### config.mk
export PLATFORM = sky130hd
export DESIGN_NAME = qtd_cell
export DESIGN_NICKNAME = d
export VERILOG_FILES = /design/src/hdl/qtd_pkg.sv /design/src/hdl/qtd_cell.sv
export SDC_FILE = /design/constraint.sdc
export NUM_CORES = 1
export LEC_CHECK = 0
export BUFFER_PORTS_ARGS = -buffer_cell sky130_fd_sc_hd__buf_2
export CAP_MARGIN = 20
export CORE_MARGIN = 5
export CORE_UTILIZATION = 42
export DETAILED_ROUTE_END_ITERATION = 10
export PLACE_DENSITY = 0.81
export SYNTH_ARGS = -nofsm -noshare
export SYNTH_HDL_FRONTEND = slang
export SYNTH_SLANG_ARGS = --single-unit
### constraint.sdc
create_clock -name clk -period 3 [get_ports clk]
set_input_delay 0.6 -clock clk [delete_from_list [all_inputs] [get_ports clk]]
set_output_delay 0.6 -clock clk [all_outputs]
set_load 0.02 [all_outputs]
### src/hdl/qtd_pkg.sv
// ============================================================================
// Quadtree image decoder package
// Shared types and fixed constants of the quadtree image decoder.
// ============================================================================
`default_nettype none

package qtd_pkg;

  // One rectangular region: inclusive top-left corner, exclusive bottom-right.
  typedef struct packed {
    logic [15:0] x0;
    logic [15:0] y0;
    logic [15:0] x1;
    logic [15:0] y1;
  } region_t;

  // Shift commands that the decoder hands to every stack cell.
  typedef struct packed {
    logic push;
    logic pop;
  } cell_ctrl_t;

  // Code characters.
  localparam logic [7:0] SYM_SPLIT = 8'h32;
  localparam logic [7:0] SYM_ZERO  = 8'h30;
  localparam logic [7:0] SYM_SPACE = 8'h20;
  localparam logic [7:0] SYM_TAB   = 8'h09;
  localparam logic [7:0] SYM_CR    = 8'h0D;

  // Configuration register indexes.
  localparam logic REG_IMAGE_WIDTH  = 1'b0;
  localparam logic REG_IMAGE_HEIGHT = 1'b1;

endpackage

`default_nettype wire

### src/hdl/qtd_cell.sv
// ============================================================================
// Quadtree stack cell
// One entry of the pending-region stack; shifts by three on a push, by one
// on a pop, and holds otherwise.
// ============================================================================
`default_nettype none

module qtd_cell (
  input  wire logic               clk,
  input  wire qtd_pkg::cell_ctrl_t ctrl,
  input  wire qtd_pkg::region_t   push_in,
  input  wire qtd_pkg::region_t   pop_in,
  output qtd_pkg::region_t        value
);

  qtd_pkg::region_t entry;

  always_ff @(posedge clk) begin
    if (ctrl.push) begin
      entry <= push_in;
    end else if (ctrl.pop) begin
      entry <= pop_in;
    end
  end

  assign value = entry;

endmodule

`default_nettype wire
* Word level (Yosys, flattened, before mapping)
Cells that the tools add are included.
** Cells by class
- Muxes and demuxes :: 2
- Reduce and logical (&&, ||, !) cells :: 1
** Operators by type and width (number)
- 64-bit two-way mux :: 2
- 2-bit nonzero test :: 1
** Word-level totals
- Register bits :: 64
- Input port bits :: 131
- Output and inout bits :: 64
- Word-level logic and storage cells :: 7

* Depth between registers and ports, before layout
Gate-level depths: netlist (run 1).
- Word-level depth :: 2
- Mapped depth :: 3
- Mapped depth without buffers :: 1

* Worst setup path after synthesis (run 1)
OpenSTA, ideal clock, no wires.
- Path type :: input to register
- Start :: input ctrl[1] (netlist name)
- End :: register entry (netlist bit value[0]), enable pin
- Setup time :: 0.426 ns
- Arrival time :: 2.349 ns
- Data required time :: 2.574 ns
- Path slack :: 0.226 ns
- Cell stages on the path :: 3
- Path buffers :: 2
- Path through :: buf_6 > buf_6 > or2_1
** Between the ends
- Word-level cells in the longest chain between the ends :: 1
** Ends and longest elaborated chain
- start, declared :: line qtd_cell.sv:10 : input wire qtd_pkg::cell_ctrl_t ctrl,
- 2-bit nonzero test (no source line)
- end signal, assigned :: line qtd_cell.sv:20 : entry <= push_in;
- end signal, assigned :: line qtd_cell.sv:22 : entry <= pop_in;
- end, declared :: line qtd_cell.sv:16 : qtd_pkg::region_t entry;
No other way between the ends.
A chain may end at the register's enable or synchronous reset.

* Worst setup path after layout (run 1)
- Start :: input ctrl[1] (netlist name)
- End :: register entry (netlist bit value[62]), data pin
** Between the ends
- Word-level cells in the longest chain between the ends :: 1
** Ends and longest elaborated chain
- 64-bit two-way mux :: line qtd_cell.sv:19 : if (ctrl.push) begin
No other way between the ends.

==> results of run 1 <==
critical path: cells and delay by family:
kind,cells,cell delay [ns]
buf+inv,2,0.61
mux,1,0.39
power by group through the flow:
stage / combinational, mW / clock (mW) / sequential (mW)
after detailed placement: 0.476 / 0 / 1.14
after global routing: 0.499 / 0.740 / 1.13
after CTS: 0.477 / 0.699 / 1.12
after global placement: 0.464 / 0 / 1.14
final: 0.469 / 0.675 / 1.12
after floorplan: 0.139 / 0 / 1.28
logic make-up (layout without fill, tap and decap cells):
family,after synthesis,count (layout)
DFF,64,64
buffers and inverters,7,211
muxes,64,64
and+or+nand+nor,1,1
final cells by class:
type / instances / area [um^2] / area share
flip-flops and latches: 64 / 1920 / 0.466
repair buffers: 196 / 1010 / 0.246
multi-input cells: 65 / 911 / 0.221
clock buffers: 10 / 128 / 0.0310
well taps: 80 / 100 / 0.0243
clock inverters: 5 / 48.8 / 0.0118
per-layer routing:
metal	vias to the layer above	GRT usage
li1	935	-
met1	930	0.168
met2	110	0.328
met5	-	0
met4	0	0.0794
met3	16	0.0724
layout by cell type, fill, tap and decap left out:
| cell | instances |
|---|---|
| buf_12 | 2 |
| buf_2 | 193 |
| buf_4 | 1 |
| bufinv_16 | 1 |
| clkbuf_1 | 1 |
| clkbuf_8 | 9 |
| clkinv_1 | 3 |
| clkinvlp_4 | 1 |
| edfxtp_1 | 64 |
| mux2_2 | 15 |
| mux2_4 | 49 |
| or2_2 | 1 |
per-stage QoR:
stage / power (mW) / util / hold slack, ns / setup WS [ns] / cell area [um^2]
after floorplan: 1.42 / - / 0.817 / 0.226 / 2910
after global placement: 1.60 / 0.584 / 0.900 / 1.11 / 3950
after detailed placement: 1.62 / 0.584 / 0.904 / 1.08 / 3950
after CTS: 2.30 / 0.610 / 0.554 / 1.43 / 4120
after global routing: 2.37 / 0.610 / 0.554 / 1.39 / 4120
final: 2.26 / 0.610 / 0.575 / 1.42 / 4120
path summary, 6_finish.rpt:
path                        start                   to  slack (ns)
worst min-delay path  push_in[47]  value[47]$_DFFE_PP_        0.57
worst max-delay path      ctrl[1]  value[62]$_DFFE_PP_        1.42
==> impl_metrics.json, run 1 <==
{
  "status": "finished, final reports clean",
  "ys_seq_elements": 64,
  "io_buffer_count": 194,
  "hold_class": "in -> reg",
  "areaGrowthSynthToFinish_pct": 41.9,
  "max_freq_mhz": 633,
  "grt_pass1_wl_um": 11400,
  "synth-adder-area-share": 0,
  "wl_um": 7490,
  "fillers": 537,
  "grt_max_degree": 65,
  "ir_worst_vdd_uv": 271,
  "dp_hpwl_um": 6020,
  "period_share": 0.526,
  "avgSynthCellArea_um2": 21.4,
  "viasPerCell": 4.74,
  "drive_gt1_frac": 0.800,
  "cp-start-kind": "input port",
  "drt-met1-wl_um": 2360,
  "cp_slowest_stage_delay_ns": 0.39,
  "tns_ns": 0,
  "finalHoldViolCount": 0,
  "crit_required_ns": 3.07,
  "largest_reg_flops": 64,
  "drt_pre_antenna_iters": 4,
  "crit_path_end_kind": "flop",
  "ant_nets": 0,
  "drv_slew": 0,
  "cts_tree": "done",
  "ys_warn_count": 0,
  "async_flop_share": 0,
  "vias": 1991,
  "coreArea_mm2": 0.00676,
  "setup_violations": 0,
  "clkSinkCount": 64,
  "netlist_instances": 136,
  "comb_power_share": 0.207,
  "synthTopCellsByArea": "edfxtp_1 (66%), mux2_4 (25%), mux2_2 (5.8%), buf_6 (2.3%), or2_1 (0.22%)",
  "layout.cells.non_filler": 420,
  "synth.most_common_cell": "edfxtp_1",
  "clk_pin_slew_ns": 0.07,
  "crit_fanout": 47,
  "grt_overflow_total": 0,
  "critPathKind": "in -> reg",
  "synth-edff-count": 64,
  "maxCapViolCount": 0,
  "synth.top_cell.area_share": 0.661,
  "numCtsBuffers": 9,
  "seqPwrFrac": 0.495,
  "p_int_mw": 1.69,
  "dr_wl_met2_um": 4230,
  "synthMuxAreaShare": 0.311,
  "switching_share": 0.255,
  "cellPowerDensity_mw_per_mm2": 549,
  "cts_buffer_depth": 2,
  "die_h_um": 93.2,
  "postCtsSetupRepairBufs": 0,
  "synth_top_family_by_area": "multiplexers",
  "worst_pin_slew_ns": 0.347,
  "nets": 467,
  "synth_compound_area_frac": 0,
  "crit_slowest_cell": "mux2_2",
  "cts_max_level": 3,
  "gp_congestion": 0.786,
  "initial_core_util": 0.430,
  "yosys-top-cells-count": "edfxtp_1 (64), mux2_4 (49), mux2_2 (15)",
  "cts_resized": 0,
  "rsz0062_at_grt": "false",
  "fin_crit_ns": 1.58,
  "place_inst": 405,
  "yosys.area.top_type": "edfxtp_1",
  "synth-simple-area-share": 0.00215,
  "switching_power_mw": 0.577,
  "cts_hold_buf": 0,
  "antenna_found_initial": 0,
  "dieArea_mm2": 0.00868,
  "ios": 195,
  "grt_pass1_vias": 2295,
  "critPathArrivalTime_ns": 1.65,
  "synth-main-ff-cell": "edfxtp_1",
  "wl_per_cell_um": 17.8,
  "drc": 0,
  "synth_xor_area_frac": 0,
  "crit_chain": "buf_4, buf_12, mux2_2",
  "antenna_cells": 0,
  "drt_iter0_drc": 42,
  "synth-seq-area-share": 0.661,
  "track_usage": 0.177,
  "synth_nets": 267,
  "wl_met3_um": 711,
  "routed.top_layer": "met4",
  "synth_area_mm2": 0.00291,
  "synth_cell_types": 6,
  "slew_headroom": 0.769,
  "num_rows": 30,
  "min_path_cells": 2,
  "leakage_nw": 1.98,
  "cts_root_buffer": "clkbuf_8",
  "pwr-share-clk": 0.298,
  "die_w_um": 93.2
}
Power figures use the tool's default switching activity.
==> run 2: changes to the inputs <==
--- a/config.mk
+++ b/config.mk
@@ -8,9 +8,9 @@
 export BUFFER_PORTS_ARGS = -buffer_cell sky130_fd_sc_hd__buf_2
 export CAP_MARGIN = 20
 export CORE_MARGIN = 5
-export CORE_UTILIZATION = 42
+export CORE_UTILIZATION = 38
 export DETAILED_ROUTE_END_ITERATION = 10
-export PLACE_DENSITY = 0.81
+export PLACE_DENSITY = 0.77
 export SYNTH_ARGS = -nofsm -noshare
 export SYNTH_HDL_FRONTEND = slang
 export SYNTH_SLANG_ARGS = --single-unit
==> constraint.sdc (replaced) <==
create_clock -name clk -period 1.3 [get_ports clk]
set_input_delay 0.26 -clock clk [delete_from_list [all_inputs] [get_ports clk]]
set_output_delay 0.26 -clock clk [all_outputs]
set_load 0.02 [all_outputs]
==> run 2 against run 1 <==
Effect of this change: combinational power increased by 130%; flip-flop and latch count unchanged; power rose by 130%; design area rose by 2.5%; die area increased by 9.4%; cell count increased by 6.7%; wire length rose by 0.17%.
==> impl_metrics.json, run 2 (synthesized netlist as in run 1, its figures left out) <==
{
  "cts_resized": 0,
  "areaGrowthSynthToFinish_pct": 45.4,
  "numCtsBuffers": 9,
  "drive_gt1_frac": 0.805,
  "antenna_cells": 0,
  "viasPerCell": 4.40,
  "nets": 475,
  "layout_setup_ws_ns": 0.159,
  "io_buffer_count": 194,
  "crit_required_ns": 1.04,
  "dp_hpwl_um": 6150,
  "cts_hold_buf": 0,
  "slew_headroom": 0.868,
  "finish.utilization": 0.576,
  "worst_pin_slew_ns": 0.198,
  "wl_um": 7500,
  "placed_area_mm2": 0.00405,
  "drt_iter0_drc": 36,
  "cp_slowest_stage_delay_ns": 0.38,
  "multi_input_area_um2": 913,
  "drt_pre_antenna_iters": 4,
  "critPathKind": "reg -> out",
  "switching_share": 0.257,
  "grt_overflow_total": 0,
  "num_rows": 31,
  "drc": 0,
  "period_share": 0.878,
  "coreArea_mm2": 0.00733,
  "vias": 1971,
  "cts_root_buffer": "clkbuf_8",
  "clk_pin_slew_ns": 0.07,
  "hold_class": "in -> reg",
  "cp-start-kind": "flop",
  "seqPwrFrac": 0.490,
  "grt_pass1_wl_um": 11500,
  "tns_ns": 0,
  "status": "finished, final reports clean",
  "layout.cells.non_filler": 448,
  "wl_per_cell_um": 16.7,
  "grt_pass1_vias": 2256,
  "maxCapViolCount": 0,
  "place_inst": 432,
  "crit_family": "flip-flops",
  "layout_common_cells": "buf_2 (193), edfxtp_1 (64), mux2_4 (49)",
  "crit_slowest_cell": "edfxtp_1",
  "p_int_mw": 3.93,
  "cts_tree": "done",
  "grt_max_degree": 36,
  "fillers": 625,
  "clkSinkCount": 64,
  "crit_fanout": 1,
  "regArea_mm2": 0.00192,
  "die_w_um": 97.4,
  "rsz0062_at_grt": "false",
  "switching_power_mw": 1.36,
  "fin_area_mm2": 0.00422,
  "ios": 195,
  "cts_buffer_depth": 2,
  "gp_congestion": 0.752,
  "cellPowerDensity_mw_per_mm2": 1250,
  "drv_slew": 0,
  "initial_core_util": 0.396,
  "final_common_cell": "buf_2",
  "crit_buf_inv": 1,
  "post-place-ws_ns": -0.0242,
  "largest_reg_flops": 64,
  "die_h_um": 97.4,
  "dieArea_mm2": 0.00949,
  "comb_power_share": 0.209,
  "finalHoldViolCount": 0,
  "pwr-share-clk": 0.301,
  "fin_crit_ns": 1.14,
  "setup_violations": 0,
  "cts_max_level": 3,
  "leakage_nw": 2.04,
  "postCtsSetupRepairBufs": 0,
  "track_usage": 0.158,
  "critPathArrivalTime_ns": 0.88,
  "antenna_found_initial": 0,
  "ant_nets": 0,
  "crit_path_end_kind": "output port",
  "ir_worst_vdd_uv": 580,
  "max_freq_mhz": 877,
  "crit_chain": "buf_2"
}
-- run 2: changes by cell type in the layout (fill, tap and decap cells not counted), sizes merged --
cell,delta
buf,+8
clkbuf,+1
clkinv,+1
clkinvlp,-1
-- run 2: power groups by stage --
stage / logic (mW) / registers (mW) / clock network (mW)
final: 1.10 / 2.59 / 1.59
after global routing: 1.18 / 2.61 / 1.74
after floorplan: 0.330 / 2.94 / 0
after global placement: 1.10 / 2.63 / 0
after CTS: 1.12 / 2.59 / 1.65
after detailed placement: 1.12 / 2.63 / 0
-- run 2: final cells by class --
type | instances | share of cell area
well taps | 99 | 0.0293
clock inverters | 5 | 0.0113
clock buffers | 11 | 0.0311
multi-input cells | 65 | 0.216
flip-flops and latches | 64 | 0.455
repair buffers | 204 | 0.257
-- run 2: final timing paths --
path	cells past startpoint	endpoint	from	slack [ns]
setup / recovery	1	value[33]	value[33]$_DFFE_PP_	0.16
hold / removal	2	value[21]$_DFFE_PP_	push_in[21]	0.23
-- run 2: metal layers --
metal | GRT usage | up-vias | part of all wire
met5 | 0 | - | 0
met4 | 0.0671 | 0 | 0.018
met3 | 0.0804 | 9 | 0.12
met2 | 0.282 | 135 | 0.51
met1 | 0.152 | 879 | 0.35
li1 | - | 948 | -
-- run 2: per-stage QoR --
stage / hold WS (ns) / power (mW)
2_1_floorplan: 0.477 / 3.27
3_3_place_gp: 0.560 / 3.72
3_5_place_dp: 0.564 / 3.76
4_1_cts: 0.205 / 5.37
5_1_grt: 0.205 / 5.53
6_report: 0.226 / 5.29
==> run 3: changes to the inputs <==
--- a/config.mk
+++ b/config.mk
@@ -11,6 +11,7 @@
 export CORE_UTILIZATION = 38
 export DETAILED_ROUTE_END_ITERATION = 10
 export PLACE_DENSITY = 0.77
+export REMOVE_ABC_BUFFERS = 1
 export SYNTH_ARGS = -nofsm -noshare
 export SYNTH_HDL_FRONTEND = slang
 export SYNTH_SLANG_ARGS = --single-unit
==> run 3 against run 2 <==
Effect of this change: core utilization grew 0.87 points; critical path type unchanged; global-route usage increased by 0.27 points; worst hold slack got worse by 0.0073 ns; die area did not move; critical path depth unchanged; sequential share of layout area is 0.68 points lower; non-clock buffer count down 2; flip-flop and latch count unchanged; fmax is 1.0% lower; highest routed layer unchanged.
==> impl_metrics.json, run 3 (synthesized netlist as in run 1, its figures left out) <==
{
  "track_usage": 0.161,
  "die_w_um": 97.4,
  "vias": 2020,
  "areaGrowthSynthToFinish_pct": 47.6,
  "crit_slowest_cell": "edfxtp_1",
  "drv_slew": 0,
  "drt_pre_antenna_iters": 4,
  "status": "finished, final reports clean",
  "ios": 195,
  "hold_class": "in -> reg",
  "dp_hpwl_um": 6170,
  "grt_overflow_total": 0,
  "fillers": 599,
  "pwr-share-clk": 0.351,
  "ant_nets": 0,
  "crit_family": "flip-flops",
  "switching_power_mw": 1.38,
  "clkSinkCount": 64,
  "hp-start": "pop_in[17]",
  "min_to": "value[17]$_DFFE_PP_",
  "fin_crit_ns": 1.15,
  "clk_pin_slew_ns": 0.07,
  "grt_pass1_wl_um": 11700,
  "multi_input_area_um2": 911,
  "io_buffer_count": 194,
  "rsz0062_at_grt": "false",
  "numCtsBuffers": 9,
  "crit_fanout": 1,
  "ir_worst_vdd_uv": 571,
  "grt_max_degree": 25,
  "die_h_um": 97.4,
  "postCtsSetupRepairBufs": 0,
  "cts_tree": "done",
  "switching_share": 0.241,
  "drc": 0,
  "coreArea_mm2": 0.00733,
  "viasPerCell": 4.53,
  "num_rows": 31,
  "layout_setup_ws_ns": 0.148,
  "slew_headroom": 0.888,
  "p_int_mw": 4.33,
  "crit_required_ns": 1.04,
  "tns_ns": 0,
  "critPathKind": "reg -> out",
  "layout_common_cells": "buf_2 (193), edfxtp_1 (64), mux2_4 (49)",
  "grt_pass1_vias": 2226,
  "wl_per_cell_um": 17.1,
  "antenna_found_initial": 0,
  "crit_buf_inv": 1,
  "crit_chain": "buf_2",
  "initial_core_util": 0.396,
  "cts_max_level": 3,
  "comb_power_share": 0.196,
  "cp-start-kind": "flop",
  "cts_resized": 0,
  "gp_congestion": 0.790,
  "max_freq_mhz": 868,
  "min_path_cells": 2,
  "cts_root_buffer": "clkbuf_8",
  "regArea_mm2": 0.00192,
  "final_common_cell": "buf_2",
  "critPathArrivalTime_ns": 0.89,
  "layout.cells.non_filler": 446,
  "dieArea_mm2": 0.00949,
  "cellPowerDensity_mw_per_mm2": 1330,
  "seqPwrFrac": 0.453,
  "drt_iter0_drc": 52,
  "cts_buffer_depth": 2,
  "finish.utilization": 0.585,
  "setup_violations": 0,
  "post-place-ws_ns": 0.0466,
  "wl_um": 7620,
  "period_share": 0.886,
  "cp_slowest_stage_delay_ns": 0.38,
  "nets": 473,
  "finalHoldViolCount": 0,
  "leakage_nw": 2.06,
  "cts_hold_buf": 0,
  "worst_pin_slew_ns": 0.168,
  "crit_path_end_kind": "output port",
  "finalPower_mw": 5.71,
  "drive_gt1_frac": 0.810,
  "antenna_cells": 0,
  "maxCapViolCount": 0,
  "place_inst": 430,
  "largest_reg_flops": 64
}
-- run 3: cell types whose count changed in the layout (fill, tap and decap cells not counted), sizes merged --
cell	previous run	this run
clkbuf	11	10
clkinv	4	3
bufinv	1	3
buf	204	202
-- run 3: worst max-delay path by stage --
stage / from / endpoint / slack (ns) / depth (start not counted)
global placement: ctrl[1] / value[57]$_DFFE_PP_ / 0.05 / 3
detailed placement: ctrl[1] / value[3]$_DFFE_PP_ / 0.05 / 3
finish: value[10]$_DFFE_PP_ / value[10] / 0.15 / 1
CTS: value[52]$_DFFE_PP_ / value[52] / 0.11 / 1
floorplan: ctrl[0] / value[0]$_DFFE_PP_ / -0.82 / 1
global route: value[10]$_DFFE_PP_ / value[10] / 0.09 / 1
-- run 3: cell type report --
| cell class | count | share of cell area |
|---|---|---|
| sequential | 64 | 0.448 |
| timing repair buffer | 202 | 0.256 |
| multi-input combinational | 65 | 0.212 |
| clock buffer | 10 | 0.0298 |
| tap | 99 | 0.0289 |
| clock inverter | 6 | 0.0251 |
-- run 3: metrics by stage --
step	area [um^2]	hold WS [ns]
final	4290	0.219
after global routing	4290	0.194
after floorplan	2830	0.477
after detailed placement	4050	0.564
after global placement	4050	0.562
after CTS	4290	0.204
-- run 3: routing by layer --
layer,vias to the layer above,track usage,wire (um)
li1,946,-,-
met1,939,0.169,2740
met2,119,0.276,3940
met3,16,0.0747,749
met4,0,0.0692,187
met5,-,0,0
-- run 3: power by group through the flow --
stage	sequential, mW	clock [mW]	combinational (mW)
after global placement	2.63	0	1.12
final	2.58	2.00	1.12
after CTS	2.59	2.06	1.14
after detailed placement	2.63	0	1.13
after floorplan	2.94	0	0.263
after global routing	2.60	2.16	1.19
